===== src/nbfa_mul.sv =====
module nbfa_mul #(
  parameter int SH = 24
) (
  input  logic        clk,
  input  logic        rst,
  input  logic        start,
  input  logic [63:0] a,
  input  logic [63:0] b,
  output logic        done,
  output logic [63:0] res
);

  logic [63:0]  a_r, b_r;
  logic [127:0] acc;
  logic [1:0]   step;
  logic         busy, pv;
  logic [31:0]  pa, pb;
  logic [63:0]  pp, pp_r;
  logic [6:0]   sh_r;

  assign pa = step[0] ? a_r[63:32] : a_r[31:0];
  assign pb = step[1] ? b_r[63:32] : b_r[31:0];
  assign pp = 64'(pa) * 64'(pb);

  always_ff @(posedge clk) begin
    if (rst) begin
      busy <= 1'b0;
      pv   <= 1'b0;
      done <= 1'b0;
    end else begin
      done <= 1'b0;
      if (start) begin
        a_r  <= a;
        b_r  <= b;
        acc  <= '0;
        step <= 2'd0;
        busy <= 1'b1;
        pv   <= 1'b0;
      end else begin
        if (busy) begin
          pp_r <= pp;
          sh_r <= {step[0] & step[1], step[0] ^ step[1], 5'd0};
          pv   <= 1'b1;
          step <= step + 2'd1;
          if (step == 2'd3) busy <= 1'b0;
        end else begin
          pv <= 1'b0;
        end
        if (pv) acc <= acc + ({64'd0, pp_r} << sh_r);
        done <= pv && !busy;
      end
    end
  end

  assign res = (|acc[127:64+SH]) ? '1 : acc[63+SH:SH];

endmodule


===== config.mk =====
export PLATFORM = sky130hd
export DESIGN_NAME = nbfa_mul
export DESIGN_NICKNAME = d
export VERILOG_FILES = /design/src/nbfa_mul.sv
export SDC_FILE = /design/constraint.sdc
export NUM_CORES = 2
export LEC_CHECK = 0
export ABC_AREA = 1
export CAP_MARGIN = 25
export CORE_MARGIN = 2
export CORE_UTILIZATION = 45
export CTS_CLUSTER_DIAMETER = 150
export DETAILED_ROUTE_END_ITERATION = 6
export DONT_BUFFER_PORTS = 1
export GPL_TIMING_DRIVEN = 0
export PLACE_DENSITY_LB_ADDON = 0.08
export SLEW_MARGIN = 20
export SYNTH_ARGS = -nofsm -noshare
export SYNTH_HDL_FRONTEND = slang
export SYNTH_SLANG_ARGS = --single-unit

===== constraint.sdc =====
create_clock -name clk -period 17.3 [get_ports clk]
set_clock_uncertainty 0.1 [all_clocks]
set_input_delay 1.73 -clock clk [delete_from_list [all_inputs] [get_ports clk]]
set_output_delay 1.73 -clock clk [all_outputs]
set_load 0.05 [all_outputs]

* Word level (Yosys, flattened, before mapping) *
Index checks and enable logic that the tools add are counted.

storage, ports and cells
  flip-flop bits (word level) = 327
  bits of input ports = 131
  output and inout bits = 65

cells by class
  add/sub/neg operators = 2
  multipliers = 1
  equality and inequality tests = 1
  shifts and indexed selects = 1
  muxes and demuxes = 9
  bitwise operators = 4
  reduce and logical (&&, ||, !) cells = 10

operator list
  cell                                                            count
  128-bit adder                                                   1
  128-bit two-way mux                                             1
  64-bit by 7-bit << shifter with 128-bit output                  1
  32-bit by 32-bit multiplier with 64-bit output                  1
  32-bit two-way mux                                              2
  64-bit two-way mux                                              1
  40-bit OR reduction                                             1
  2-bit AND reduction                                             3
  1-bit two-way mux                                               4
  2-bit nonzero test                                              2
  3-bit AND reduction                                             1
  2-bit by 1-bit adder with 2-bit output (second input constant)  1
  2-bit == test (second input constant)                           1
  2-bit two-way mux                                               1
  1-bit NOT                                                       2
  2-bit OR reduction                                              1
  1-bit bitwise AND                                               1
  1-bit logical AND                                               1
  1-bit logical NOT                                               1
  1-bit XOR                                                       1

* Longest topological paths before layout *
  depth in word-level cells = 4
  depth in mapped cells = 36
  gate-level depth less buffers = 33

* Worst setup path after synthesis *
Ideal clock, no wire load.

  kind = input to register
  start point = input start
  end point = register acc[0], enable pin
  setup time = 0.659 ns
  data arrival time = 8.309 ns
  required time = 16.541 ns
  setup slack = 8.232 ns
  stages = 4
  buffers on the path = 2
  path through = inv_1 > clkbuf_8 > buf_2 > a21oi_1

between the ends
  cells in the longest elaborated chain, start to end = 2

RTL lines
  item                           RTL line  text
  start: declaration             6         input logic start,
  2-bit nonzero test (no line)   n/a
  2-bit AND reduction (no line)  n/a
  end signal: assignment         49        if (pv) acc <= acc + ({64'd0, pp_r} << sh_r);
  end: declaration               14        logic [127:0] acc;

No other way between the ends.
A chain may end at the register's enable or synchronous reset.

* Worst setup path in the final report *
  start point = register step[1]
  end point = register pp_r[39] (data pin)

between the ends
  cells in the longest elaborated chain, start to end = 2

RTL lines
  item                                            RTL line  text
  start: declaration                              15        logic [1:0] step;
  start signal: assignment                        44        step <= step + 2'd1;
  32-bit two-way mux                              22        assign pb = step[1] ? b_r[63:32] : b_r[31:0];
  32-bit by 32-bit multiplier with 64-bit output  23        assign pp = 64'(pa) * 64'(pb);
  named net pp[39]                                18        logic [63:0] pp, pp_r;
  end signal: assignment                          41        pp_r <= pp;
  end: declaration                                18

The timed path passes the listed nets, and every way through them passes these cells.

==> results.md <==
* Io pins at 196
* Type of the worst setup path: reg2reg
* Clock transition at path regs at 0.06 ns
* Overflow after GRT at 0
* Hold Vio Cnt, Final at 0
* Unrepaired setup endpoints after global routing: false
* Via count at 54700
* Max Buffers Root-to-Sink at 3
* Post_cts resized at 0
* Initial core utilization at 45.3%
* Final net count at 9906
* Post-synth cell types at 45
* Failing checks: design-rule violations
* Mapped Area at 60500 sq um
* Initial antenna violation count at 8
* Slew Limit Headroom at 13.9%
* Sequential-to-total area share from yosys stat at 16.2%
* CORE AREA at 133000 sq um
* Syn Nets at 9816
* Worst setup SP type: flip-flop
* Area leader, netlist: fa_1
* P&R area growth vs syn at 7.25%
* Port buffer count at 0
* WHS at 0.348 ns
* Multi-input combinational cell area at 42000 sq um
* Overall global routing resource usage at 41.0%
* Largest net degree at the start of global routing at 31
* Total Wirelength at 280000 um
* WP data required at 17.53 ns
* CP max stage delay at 0.91 ns
* Synth top area cells: fa_1 30%, edfxtp_1 16%, nand2_1 14%
* Hold Crit Class: reg2reg
* DP Area at 63400 sq um
* Clock Latency Late Sink at 0.65 ns
* Syn Inst Count at 8397
* Mean post-synth cell area at 7.20 sq um
* CTS Buf Count at 43
* Finished layout cell area at 64900 sq um
* Htree depth at 2
* CTS tree: done
* Fin crit share at 60.4%
* DR DRC count at 2
* Worst EP arrival at 10.67 ns
* Drt initial violations at 4852
* Max Clock Freq at 95.7 MHz
* Worst path slowest cell: clkbuf_1
* Placer Congestion at 1.10
* DIE WIDTH at 371 um
* Post-CTS setup buffers at 0
* Post-route ant nets at 0
* Status: finished, violations left
* Setup crit end kind: flip-flop
* Number of global-route vias before repair at 55500
* Row Count at 134
* Clock Sinks at 327
* Post-DP HPWL at 243000 um
* CTS Hold Buffers Added at 0
* Max Cap Violations at 0
* Vias per cell at 5.32
* Maximum fanout along the worst path at 10
* FILL cells at 14000
* Finish-stage setup viols at 0
* First-pass GRT wire length at 394000 um
* Sequential cell area at 9790 sq um
* Layout cell share with drive strength beyond 1 at 5.45%
* Yosys top cell area share at 29.7%
* Synth warnings at 0
* Drt wl/cell at 27.2 um
* Clk root buf: clkbuf_16
* Die Y-Extent at 371 um
* Most used cell, CP: fa_1
* DRT Pass-1 Iters at 7
* TNS Setup at 0 ns
* Synth Register Bits at 327
* Final Max Tran Viols at 0
* Final Critical Period at 10.45 ns
* Die ar. at 137000 sq um
* Tightest Pin Transition at 1.29 ns
==> cell usage in the layout (no fill, tap or decap), types with 8 or more instances in the layout <==
master     count
a21o_1        16
ha_1         391
nor2_2        93
buf_4          9
nor4_1        18
o21ai_0      200
inv_2         50
nor3_1        23
o21ai_2       29
nor3_2         9
nand3_1      134
and2_1        13
a21oi_1      271
xnor2_1       10
buf_16         8
buf_6         14
xor2_1        41
nand3_2       29
o21a_1        12
edfxtp_1     324
inv_1       2046
nor2_1      1113
clkinv_1      28
buf_2         56
nand4_1       23
buf_8         11
clkbuf_16     43
a31oi_1        8
nand2_1     2283
nor2_4        10
nand2_2       56
clkbuf_1     154
o21bai_1      20
fa_1         897
o21ai_1       18
==> worst max-delay path, delay by kind of cell (launching register included) <==
family / cells / cell delay (ns)
fa+ha+maj: 9 / 4.64
compound gates: 5 / 1.42
simple gates: 2 / 0.47
xor+xnor: 1 / 0.54
buf+inv: 8 / 2.45
flops: 1 / 0.50
==> layer usage <==
| metal | track usage, % | share of wire (%) | up-vias |
|---|---|---|---|
| met2 | 67.9 | 46 | 2660 |
| met1 | 45.6 | 35 | 26300 |
| met5 | 0 | 0.015 | - |
| met4 | 34.9 | 11 | 6 |
| li1 | - | - | 24800 |
| met3 | 7.83 | 7.9 | 849 |
==> layout make-up <==
class,instances,area share [%]
Inverter,2116,12.2
Multi-Input combinational cell,5742,64.7
Timing Repair Buffer,45,1.09
Buffer,212,1.39
Antenna cell,1,0.00386
Tap cell,1768,3.41
Clock inverter,26,0.330
Clock buffer,53,1.73
Sequential cell,327,15.1
==> final timing paths <==
path / end / startpoint / cells after the start / slack [ns]
max: pp_r[39] / step[1] / 25 / 6.85
min: done / busy / 1 / 0.35
max reg2reg: pp_r[39] / step[1] / 25 / 6.85
min reg2reg: done / busy / 1 / 0.35
==> cells in the mapped netlist, drive strengths merged <==
library cell and count:
nand3 163, buf 60, and2 15, dfxtp 3, a21oi 273, nor4 22, nor2 1216, nand2 2339
xnor2 10, o21bai 20, nor3 33, nor3b 1, a211oi 1, a31oi 8, xor2 41, o211ai 1
a21o 16, clkbuf 152, or2 1, clkinv 20, a21boi 3, edfxtp 324, nand3b 2, fa 897
and3 1, o21a 12, nand4 23, nand2b 1, ha 391, o21ai 252, inv 2096
==> sequential cells by signal, indices dropped and copies added, names as in the netlist <==
signal,flops
a_r,64
acc,128
b_r,64
busy,1
done,1
pp_r,64
pv,1
sh_r,2
step,2
==> logic make-up after synthesis <==
| family | share of synthesized area, % |
|---|---|
| buf+inv | 14.6 |
| xor+xnor | 0.739 |
| flops | 16.2 |
| compound gates | 5.23 |
| simple gates | 25.4 |
| fa+ha+maj | 37.8 |
==> per-stage QoR <==
stage | cells | util (%) | setup WS [ns]
global route | 10300 | 48.6 | 6.73
detailed placement | 10200 | 47.5 | 7.36
CTS | 10300 | 48.5 | 7.32
global placement | 10200 | 47.0 | 2.93
finish | 10300 | 48.6 | 6.85
floorplan | 8397 | - | 8.23
Power is left out: the tool's default activity adds up to more than one toggle a clock period on the data nets, which glitch-free logic cannot reach.
