[src/nbfa_sqrt.sv]
module nbfa_sqrt #(
  parameter int SH = 24
) (
  input  logic        clk,
  input  logic        rst,
  input  logic        start,
  input  logic [63:0] s,
  output logic        done,
  output logic [63:0] res
);

  localparam int ITER = (64 + SH + 1) / 2;
  localparam int NB   = 2 * ITER;
  localparam int RW   = ITER + 2;
  localparam int CW   = $clog2(ITER + 1);

  logic [NB-1:0]   nsr;
  logic [RW-1:0]   rem;
  logic [ITER-1:0] root;
  logic [CW-1:0]   cnt;
  logic            busy, ge;
  logic [RW+1:0]   remsh, trial;

  assign remsh = {rem, nsr[NB-1:NB-2]};
  assign trial = {2'b00, root, 2'b01};
  assign ge    = remsh >= trial;

  always_ff @(posedge clk) begin
    if (rst) begin
      busy <= 1'b0;
      done <= 1'b0;
    end else begin
      done <= 1'b0;
      if (start) begin
        nsr  <= NB'({s, {SH{1'b0}}});
        rem  <= '0;
        root <= '0;
        cnt  <= CW'(ITER);
        busy <= 1'b1;
      end else if (busy) begin
        rem  <= ge ? RW'(remsh - trial) : RW'(remsh);
        root <= {root[ITER-2:0], ge};
        nsr  <= nsr << 2;
        cnt  <= cnt - CW'(1);
        if (cnt == CW'(1)) begin
          busy <= 1'b0;
          done <= 1'b1;
        end
      end
    end
  end

  assign res = 64'(root);

endmodule

[config.mk]
export PLATFORM = sky130hd
export DESIGN_NAME = nbfa_sqrt
export DESIGN_NICKNAME = d
export VERILOG_FILES = /design/src/nbfa_sqrt.sv
export SDC_FILE = /design/constraint.sdc
export NUM_CORES = 1
export LEC_CHECK = 0
export BUFFER_PORTS_ARGS = -buffer_cell sky130_fd_sc_hd__buf_4
export CAP_MARGIN = 25
export CORE_MARGIN = 2
export CORE_UTILIZATION = 50
export DETAILED_ROUTE_END_ITERATION = 8
export PLACE_DENSITY = 0.71
export SYNTH_ARGS = -nofsm -noshare
export SYNTH_HDL_FRONTEND = slang
export SYNTH_SLANG_ARGS = --single-unit
[constraint.sdc]
create_clock -name clk -period 18.97 [get_ports clk]
set_input_delay 5.691 -clock clk [delete_from_list [all_inputs] [get_ports clk]]
set_output_delay 5.691 -clock clk [all_outputs]
set_load 0.03 [all_outputs]
After elaboration in Yosys (flattened, before gate mapping)
Cells that the tools add are included.
- register bits after elaboration: 184
- output and inout bits: 65
- logic and storage cells: 26
- $add $sub $neg: 2
- order comparisons: 1
- equality and inequality tests: 1
- mux-type cells: 10
- bitwise gates (word level): 2
- reduce and logical (&&, ||, !) cells: 3
- operators by type and width (kind ; count):
    $mux 88 ; 2
    $mux 46 ; 2
    $ge 48x46->1 ; 1
    $sub 46x46->46 ; 1
    $mux 44 ; 1
    $eq 6x1->1 const B ; 1
    $mux 6 ; 1
    $sub 6x1->6 const B ; 1
    $mux 1 ; 4
    $reduce_or 3->1 ; 1
    $not 1->1 ; 2
    $reduce_and 2->1 ; 1
    $reduce_bool 2->1 ; 1

Longest topological paths before layout
- word-level depth: 4
- gate-level depth with buffers: 15

Worst setup path before layout
OpenSTA, ideal clock, no wires.
- path type: input to register
- start point: input start
- end point: register cnt[0] (enable)
- library setup time: 0.682 ns
- arrival time: 12.909 ns
- data required time: 18.288 ns
- path slack: 5.379 ns
- cell stages on the path: 4
- buffers on the path: 2
- path through: buf_2 -> buf_1 -> nor2_1 -> nor2_1
- word-level cells in the longest chain between the ends: 2
- ends and longest elaborated chain (element ; RTL line ; RTL):
    start: declaration ; 6 ; input logic start,
    $reduce_bool 2->1 (no source line) ; - ;
    $reduce_and 2->1 (no source line) ; - ;
    end signal: assignment ; 38 ; cnt <= CW'(ITER);
    end signal: assignment ; 44 ; cnt <= cnt - CW'(1);
    end: declaration ; 20 ; logic [CW-1:0] cnt;
No other way between the ends.
A chain may end at the register's enable or synchronous reset.

Final worst setup path
- start point: input start
- end point: register rem[17] (enable)
- word-level cells in the longest chain between the ends: 2
- ends and longest elaborated chain (element ; RTL line ; RTL):
    $reduce_bool 2->1 (no source line) ; - ;
    $reduce_and 2->1 (no source line) ; - ;
    end signal: assignment ; 41 ; rem <= ge ? RW'(remsh - trial) : RW'(remsh);
    end: declaration ; 18 ; logic [RW-1:0] rem;
No other way between the ends.

==> impl_metrics.env <==
export IMPL_num_antenna_cells=0
export IMPL_grt_first_pass_wirelength_um=35410
export IMPL_routed_via_density=5.696
export IMPL_holdWs_ns=0.5084
export IMPL_start_util_pct=50.66
export IMPL_swShare_pct=31.68
export IMPL_min_path_cells=1
export IMPL_seqPwrFrac_pct=42.8
export IMPL_dpl_cell_area_um2=10730
export IMPL_fin_area_um2=11260
export IMPL_syn_area_um2=9828
export IMPL_crit_type="primary input to flip-flop"
export IMPL_p_leak_nw=4.545
export IMPL_synth_most_common_cell="edfxtp_1"
export IMPL_antenna_found_initial=0
export IMPL_timing_hold_violations_final=0
export IMPL_syn_to_final_growth_pct=14.58
export IMPL_setup_violations_final=0
export IMPL_min_path_type="flip-flop to flip-flop"
export IMPL_rsz0062_at_grt="no"
export IMPL_htree_num_levels=4
export IMPL_finalWorstSetupSlack_ns=11.27
export IMPL_grt_pass1_vias=6964
export IMPL_avgRoutedWirePerCell_um=16.86
export IMPL_pwr_share_comb_pct=26.6
export IMPL_r2r_end="rem[31]"
export IMPL_yosys_area_top_type="edfxtp_1"
export IMPL_fillers=1732
export IMPL_coreArea_um2=19400
export IMPL_rr_worst_depth=10
export IMPL_cts_resized=0
export IMPL_muxShareOfSynthArea_pct=7.307
export IMPL_synth_cell_types=70
export IMPL_maxCapViolations=0
export IMPL_fin_cells=1295
export IMPL_gp_congestion=0.9100
export IMPL_min_period_over_period_pct=40.58
export IMPL_min_delay_worst_endpoint="done"
export IMPL_power_density_nw_per_um2=92.43
export IMPL_die_h_um=144.2
export IMPL_async_flop_share_pct=0
export IMPL_wl_um=21830
export IMPL_cts_buffers=17
export IMPL_worstPathArrival_ns=7.75
export IMPL_synth_seq_cells=162
export IMPL_max_vdd_ir_drop_uv=71.60
export IMPL_end_kind="flip-flop"
export IMPL_p_int_w=0.0007111
export IMPL_first_pass_iters=7
export IMPL_r2r_start="root[34]"
export IMPL_synth_adder_area_share_pct=6.111
export IMPL_status="completed"
export IMPL_cts_buffer_depth=2
export IMPL_cts_setup_buffers=0
export IMPL_synth_xor_area_share_pct=2.941
export IMPL_track_usage_pct=21.84
export IMPL_setup_tns_ns=0
export IMPL_dieWidth_um=144.2
export IMPL_crit_required_ns=19.02
export IMPL_dieArea_um2=20790
export IMPL_drive_gt1_share_pct=21.55
export IMPL_synth_flop_cell="edfxtp_1"
export IMPL_start_kind="primary input"
export IMPL_synthTopCellsByCount="160 x edfxtp_1, 90 x nor2_1, 75 x a21oi_1, 75 x nand2_1, 64 x inv_1"
export IMPL_syn_avg_cell_area_um2=10.55
export IMPL_slew_viol_final=0
export IMPL_pin_count=132
export IMPL_slew_headroom_pct=34.47
export IMPL_netSwitchingPower_w=0.0003297
export IMPL_yosys_top_cells_area="edfxtp_1 49%, mux2_2 7.1%, ha_1 6.1%"
export IMPL_synth_edff_count=160
export IMPL_hold_start="busy"
export IMPL_hpwlAfterDp_um=15630
export IMPL_dp_slack_ns=10.76
export IMPL_overflow=0
export IMPL_tightest_slew_ns=0.9829
export IMPL_finalClockSkew_ns=0.009178
export IMPL_ys_warn_count=0
export IMPL_period_needed_ns=7.699
export IMPL_fmax_ghz=0.1299
export IMPL_num_vias=7376
export IMPL_cts_tree="built"
export IMPL_drc_errors=0
export IMPL_crit_fanout=78
export IMPL_grt_max_degree=79
export IMPL_synth_simple_area_share_pct=12.73
export IMPL_synth_top_family_by_area="compound AO/OA/AOI/OAI gates"
export IMPL_first_iter_violations=580
export IMPL_io_buffers=111
export IMPL_syn_inst=932
export IMPL_clockPowerShare_pct=30.6
export IMPL_cts_sinks=162
export IMPL_synth_compound_area_share_pct=15.09
export IMPL_yosysTopAreaCellShare_pct=48.89
export IMPL_clk_latency_ns=0.43
export IMPL_dpl_cell_count=1263
export IMPL_antenna_left=0
export IMPL_cts_root_buf="clkbuf_16"
export IMPL_std_cell_rows=51
export IMPL_yosysSeqAreaShare_pct=49.29
export IMPL_clkTransAtPathRegs_ns=0.06
export IMPL_cts_hold_buf=0
export IMPL_finalNetCount=1132
export IMPL_r2r_slack_ns=14.89
==> registers in the layout, indices dropped and copies added (netlist names) <==
name,cells
done,1
busy,1
cnt,6
rem,46
root,44
nsr,64
==> per-stage QoR <==
step / power (W) / util [%]
2_1_floorplan: 0.0006666 / -
3_3_place_gp: 0.0007209 / 55.30
3_5_place_dp: 0.0007265 / 55.30
4_1_cts: 0.001043 / 58.05
5_1_grt: 0.001091 / 58.05
6_report: 0.001041 / 58.05
==> metal layers <==
| metal | track usage (%) | share of wire (%) | vias to the layer above |
|---|---|---|---|
| li1 | - | - | 3556 |
| met1 | 30.02 | 45 | 3542 |
| met3 | 6.192 | 7.7 | 25 |
| met5 | 0 | 0 | - |
| met4 | 6.132 | 1.3 | 0 |
| met2 | 34.06 | 46 | 253 |
==> critical path: stages <==
cell,delay [ns]
buf_4,0.38
nor2_1,0.15
nor2_4,0.58
buf_4,0.87
==> logic make-up (layout without fill, tap and decap cells) <==
group / Yosys count / in the layout
fa+ha+maj: 48 / 48
buf+inv: 135 / 214
mux: 64 / 64
xor+xnor: 33 / 33
simple gates: 268 / 268
flops: 162 / 162
other cells: 1 / 20
compound gates: 221 / 221
==> how the worst max path moves through the flow <==
stage | start | to | slack, ns | cells after the start
global placement | start | rem[18] | 10.80 | 4
finish | start | rem[17] | 11.27 | 4
CTS | start | root[13] | 11.23 | 4
floorplan | start | cnt[0] | 5.38 | 4
global route | start | rem[18] | 11.05 | 4
detailed placement | start | rem[18] | 10.76 | 4
==> final cells by class <==
class                           instances  area, um^2  area share (%)
Tap cell                              265       331.6           2.944
Inverter                               65       244.0           2.167
Multi-Input combinational cell        654        4429           39.33
Sequential cell                       162        4845           43.02
Clock inverter                         15       107.6          0.9556
Timing Repair Buffer                  117       878.3           7.800
Clock buffer                           17       425.4           3.778
==> cells in the final DEF, fill, tap and decap left out, drive strengths merged, types with 4 or more instances in the layout <==
master,synthesis,final
edfxtp,160,160
buf,46,117
nor2,91,91
a21oi,75,75
nand2,75,75
inv,65,70
mux2,62,62
ha,48,48
o21ai,30,30
a21o,28,28
conb,1,20
nand3,19,19
xnor2,19,19
nor3,19,19
nand4,17,17
clkbuf,24,17
xor2,14,14
o21bai,11,11
o21a,10,10
a211oi,9,9
clkinv,0,8
a32o,7,7
a31oi,7,7
and3,6,6
or3,6,6
o211ai,6,6
a211o,6,6
nand2b,6,6
and2,5,5
nand3b,5,5
nor2b,4,4
==> power by group through the flow <==
stage	combinational, W	sequential, W	clock (W)
2_1_floorplan	0.000203	0.000464	0
3_3_place_gp	0.000268	0.000453	0
3_5_place_dp	0.000273	0.000453	0
4_1_cts	0.000275	0.000446	0.000322
5_1_grt	0.000307	0.000449	0.000335
6_report	0.000277	0.000446	0.000318
(Power assumes the default switching activity.)
