## config.mk

```make
export PLATFORM = sky130hd
export DESIGN_NAME = nbfa_div
export DESIGN_NICKNAME = d
export VERILOG_FILES = /design/src/nbfa_div.sv
export SDC_FILE = /design/constraint.sdc
export NUM_CORES = 1
export LEC_CHECK = 0
export BUFFER_PORTS_ARGS = -buffer_cell sky130_fd_sc_hd__buf_2
export CAP_MARGIN = 15
export CORE_UTILIZATION = 47
export CTS_CLUSTER_SIZE = 24
export DETAILED_ROUTE_END_ITERATION = 10
export PLACE_DENSITY_LB_ADDON = 0.3
export SLEW_MARGIN = 30
export SYNTH_ARGS = -nofsm -noshare
export SYNTH_HDL_FRONTEND = slang
export SYNTH_SLANG_ARGS = --single-unit
```

## constraint.sdc

```tcl
create_clock -name clk -period 15.9 [get_ports clk]
set_clock_uncertainty 0.15 [all_clocks]
set_input_delay 3.18 -clock clk [delete_from_list [all_inputs] [get_ports clk]]
set_output_delay 3.18 -clock clk [all_outputs]
set_load 0.01 [all_outputs]
```

## src/nbfa_div.sv

```systemverilog
module nbfa_div #(
  parameter int SH = 24
) (
  input  logic        clk,
  input  logic        rst,
  input  logic        start,
  input  logic [63:0] num,
  input  logic [63:0] den,
  output logic        done,
  output logic [63:0] res
);

  localparam int N  = 64 + SH;
  localparam int CW = $clog2(N + 1);

  logic [N-1:0]  dvd;
  logic [63:0]   den_r, rem, q;
  logic          over, zden, numnz, busy;
  logic [CW-1:0] cnt;
  logic [64:0]   remsh;
  logic          ge;

  assign remsh = {rem, dvd[N-1]};
  assign ge    = remsh >= {1'b0, den_r};

  always_ff @(posedge clk) begin
    if (rst) begin
      busy <= 1'b0;
      done <= 1'b0;
    end else begin
      done <= 1'b0;
      if (start) begin
        dvd   <= {num, {SH{1'b0}}};
        den_r <= den;
        rem   <= '0;
        q     <= '0;
        over  <= 1'b0;
        zden  <= den == 64'd0;
        numnz <= num != 64'd0;
        cnt   <= CW'(N);
        busy  <= 1'b1;
      end else if (busy) begin
        rem  <= ge ? 64'(remsh - {1'b0, den_r}) : 64'(remsh);
        dvd  <= dvd << 1;
        q    <= {q[62:0], ge};
        over <= over | q[63];
        cnt  <= cnt - CW'(1);
        if (cnt == CW'(1)) begin
          busy <= 1'b0;
          done <= 1'b1;
        end
      end
    end
  end

  assign res = zden ? (numnz ? '1 : '0) : (over ? '1 : q);

endmodule

```

## Word level (Yosys, flattened, before mapping)

Cells that the tools add are included.

- Memories kept: 0
- Bits in read-only memories: 0
- Memory bits (writable): 0
- Flip-flop bits (word level): 291
- Bits of input ports: 131
- Output and inout bits: 65
- Bits in latches: 0
- Word-level logic and storage cells: 38

- Reduce and logical (&&, ||, !) cells: 6
- Shift-type cells: 0
- $mul: 0
- Equality and inequality tests: 1
- Order comparisons: 1
- Divide/modulo/power cells: 0
- Muxes and demuxes: 14
- Bitwise operators: 3
- Add/subtract/negate cells: 2

Operator list:

| cell | count |
|---|---|
| two-way mux 64 bit | 6 |
| two-way mux 88 bit | 2 |
| >= comparator 65 x 64 -> 1 bit | 1 |
| logical NOT 64 bit | 1 |
| nonzero test 64 bit | 1 |
| subtractor 64 bit | 1 |
| equality test 7 x 1 -> 1 bit, second input constant | 1 |
| two-way mux 7 bit | 1 |
| subtractor 7 x 1 -> 7 bit, second input constant | 1 |
| two-way mux 1 bit | 5 |
| AND reduction 2 bit | 2 |
| OR reduction 3 bit | 1 |
| inverter 1 bit | 2 |
| nonzero test 2 bit | 1 |
| OR 1 bit | 1 |

## Longest topological paths before layout

- Depth in word-level cells: 4
- Gate-level depth with buffers: 15
- Depth with buffers taken out: 13

## Least setup slack after synthesis

Ideal clock, no wire load.

- Kind: input-to-reg
- From: input start
- To: register cnt[0], enable pin
- Stages: 4
- Library setup time: 0.764 ns
- Arrival time: 12.036 ns
- Path buffers: 2
- Data required time: 14.986 ns
- Slack: 2.950 ns
- Cell sequence: clkbuf_1 clkbuf_1 nor2_1 nor2_1

- Word-level cells in the longest chain between the ends: 2

Ends and longest elaborated chain:

| what | line | RTL |
|---|---|---|
| from (decl) | 6 | `input logic start,` |
| nonzero test 2 bit (no line) | - |  |
| AND reduction 2 bit (no line) | - |  |
| to (signal assigned) | 40 | `cnt <= CW'(N);` |
| to (signal assigned) | 47 | `cnt <= cnt - CW'(1);` |
| to (decl) | 19 | `logic [CW-1:0] cnt;` |

No other way between the ends.
A chain may end at the register's enable or synchronous reset.

## Worst setup path in the final report

- From: register zden
- To: output res[7]

- Word-level cells in the longest chain between the ends: 1

Ends and longest elaborated chain:

| what | line | RTL |
|---|---|---|
| from (decl) | 18 | `logic over, zden, numnz, busy;` |
| from (signal assigned) | 38 | `zden <= den == 64'd0;` |
| two-way mux 64 bit | 56 | `assign res = zden ? (numnz ? '1 : '0) : (over ? '1 : q);` |
| to (decl) | 10 | `output logic [63:0] res` |

No other way between the ends.

==> summary.txt <==
Run status
  • Run status: completed

Clocking
  • H-tree Lvls: 1
  • Worst-skew pair later-pin latency: 0.57 ns
  • Maximum root-to-sink buffer count: 3
  • Clock-pin slew on the worst setup and hold paths: 0.06 ns
  • CTS buffer count: 30
  • Resize count post-CTS: 0
  • Root Driver: clkbuf_16
  • TritonCTS clock tree: built
  • Number of buffers inserted for hold repair after clock tree synthesis: 0
  • Post-CTS setup-driven buffer insertion count: 0
  • Clock sinks: 268

Floorplanning
  • Starting utilization of the core area: 48.3%
  • Placeable Area: approximately 32000 um^2
  • Die Wd: approximately 180 um
  • Die area: 33500 um^2
  • Die outline height: 183 um
  • Top-level port count: 196
  • Number of rows created at floorplan: 65

Cells and area
  • Cell area after layout: 17700 um^2
  • Number of nets in the layout: approximately 1700
  • Area growth from synthesis to layout: 15.1%
  • Area occupied by registers: about 8000 um^2
  • Share of cells above drive strength 1: 21.4%
  • Count of filler cells inserted in the layout: roughly 2800
  • Total area of multi-input combinational cells: 6710 um^2

Setup path
  • List of cells traversed by the critical path: nand2b_2 > buf_4 > o21a_1 > buf_2
  • Source of the critical timing path: zden
  • Arrival time of data at the critical path endpoint: 2.17 ns
  • Worst r2r src: rem[29]
  • Maximum fanout count along the critical path: 64
  • Critical path start-end classification: reg -> out
  • Max incr delay on CP: around 0.52 ns
  • Endpoint required time on the critical path: 12.57 ns
  • Critical-path top delay cell: edfxtp_1
  • Critical path startpoint category: flip-flop
  • Top Family by Delay on Critical Path: buffers and inverters
  • Combined buffer and inverter count along the critical path: 2
  • Crit end category: output port

Job
  • MaxCap Viol Count: 0

Power and ir drop
  • Design Power: 2.06 mW
  • Total leakage power: 7.06 nW
  • Power density over the cells: 116 nW/um^2
  • Maximum vdd drop: 92.7 uV

Drt
  • Via count of the routed design: approximately 11000
  • DR iter-0 viols: 915
  • Pre-Repair DR Iteration Count: 7
  • Routed via count divided by cell count: 5.75
  • Sum of routed wire length over all layers: 37000 um
  • Remaining antenna violation count: 0
  • Average detailed-routed wire length per instance: roughly 19 um
  • Residual DRC: 0

Hold path
  • Worst min-delay path class: reg -> reg
  • Origin of the worst min-delay path: busy

Logic synthesis
  • Count of unique library cells instantiated by Yosys: 69
  • Total nets after synthesis: approximately 1600
  • Synthesis Warnings: 0
  • Synthesized area per cell: between 10 and 15 um^2
  • Main flop type after synthesis: edfxtp_1
  • Share of the yosys chip area belonging to registers: 52.1%
  • Combined area of all synthesized cells: roughly 15000 um^2
  • Flop and latch count out of synthesis: 268
  • Proportion of register bits with asynchronous set or reset after synthesis: 0%
  • Number of synthesized flops with an enable pin: 266
  • Number of instances in the synthesized netlist: 1372

Timing
  • Final number of hold-violating endpoints: 0
  • Final setup violation count: 0
  • Normalized max-slew margin: 38.8%
  • Worst-case hold slack: 0.334 ns
  • Portion of the clock cycle consumed by the worst path in the final layout: 34.6%
  • Minimum period implied by the final worst setup slack: around 5.5 ns
  • Total count of max-transition violations in the final report: 0
  • Transition time at the pin with the least slew margin: 0.918 ns
  • PnR worst setup slack: 10.40 ns
  • Setup TNS Final: 0 ns
  • Top achievable clock speed: ~180 MHz
  • Setup repair after global routing missed its margin: false

Place
  • Post-place instance area: 16700 um^2
  • HPWL after detailed placement: 26100 um
  • Number of buffers added on ports: 195
  • Pre-CTS worst setup slack: 9.87 ns
  • Global placement routability congestion: ~0.92

Global route
  • Global-route wire length before repair: 59300 um
  • GR Util All Layers: 22.2%
  • Antenna violations before repair: 4
  • Vias in the first global route: around 11000
  • Pin count of the biggest net entering global routing: around 90
  • Total congestion overflow: 0
[metrics by stage]
step | std cells | utilization, %
after CTS | 1989 | 55.6
final | 1991 | 55.6
after floorplan | 1372 | -
after global placement | 1932 | 52.3
after detailed placement | 1933 | 52.4
after global routing | 1991 | 55.6
[Yosys cell counts (all sizes together) (38+ instances only)]
| master | number | share of area, % |
|---|---|---|
| edfxtp | 266 | 52 |
| nor2 | 98 | 2.4 |
| inv | 90 | 2.2 |
| a21oi | 80 | 2.7 |
| o21a | 77 | 3.8 |
| nor2b | 71 | 2.9 |
| ha | 66 | 5.4 |
| mux2 | 64 | 4.7 |
| nand2 | 63 | 1.6 |
| clkbuf | 46 | 1.1 |
| o21ai | 45 | 1.5 |
| nor4 | 41 | 1.7 |
| mux2i | 38 | 2.5 |
[layout by cell type, fill, tap and decap left out, types with 5 or more instances in the layout]
cell type,instances
a211oi_1,25
nand4_1,35
clkbuf_16,30
nand2b_1,7
nor4_1,40
clkinv_1,6
or2_2,5
nand2_1,62
and4_1,7
o21ai_1,6
o21bai_1,15
a31oi_1,7
clkbuf_1,6
o211ai_1,10
a21oi_1,78
nor2_1,96
mux2i_1,38
nand3_1,16
ha_1,66
buf_2,194
nor3_1,16
o21a_1,76
mux2_2,63
buf_4,6
or3_1,6
a21o_1,31
and2_1,5
xor2_1,25
clkinv_2,6
inv_1,90
o21ai_0,38
nor2b_1,71
bufinv_16,5
edfxtp_1,266
xnor2_1,32
[report_power, final]
part | internal (mW) | total [mW] | switching [mW]
logic | 0.192 | 0.473 | 0.281
clock network | 0.429 | 0.718 | 0.290
registers | 0.848 | 0.871 | 0.0235
[final timing paths]
| path | endpoint | cells past startpoint | slack (ns) |
|---|---|---|---|
| min | done | 1 | 0.33 |
| min reg2reg | done | 1 | 0.33 |
| max | res[7] | 4 | 10.40 |
| max reg2reg | rem[57] | 12 | 11.35 |
[metal layers]
metal | share of wire (%) | vias up | GRT usage [%]
li1 | - | 5434 | -
met1 | 45 | 5528 | 31.3
met2 | 45 | 420 | 35.3
met3 | 6.9 | 63 | 4.03
met4 | 2.3 | 4 | 5.53
met5 | 0.060 | - | 0
[final cells by class]
type / count / share of cell area, %
well taps: 435 / 3.07
inverters: 90 / 1.91
diodes: 2 / 0.0282
clock buffers: 36 / 4.36
clock inverters: 20 / 1.40
multi-input cells: 936 / 37.9
repair buffers: 204 / 6.08
flip-flops and latches: 268 / 45.3
[registers in the layout, summed over array words and instances (netlist names)]
signal and count:
zden 1, cnt 7, q 64, rem 64
done 1, den_r 64, dvd 64, busy 1
numnz 1, over 1
[kinds of logic (layout without fill, tap and decap cells)]
logic type | after synthesis | after routing | share of synthesized area, %
simple gates | 385 | 385 | 13.2
compound gates | 325 | 325 | 14.3
flops | 268 | 268 | 52.1
buf+inv | 168 | 350 | 4.49
mux | 102 | 102 | 7.15
fa+ha+maj | 67 | 67 | 5.49
xor+xnor | 57 | 57 | 3.24
other cells | 0 | 2 | 0
Note: power is estimated with default switching activity, not from simulation.
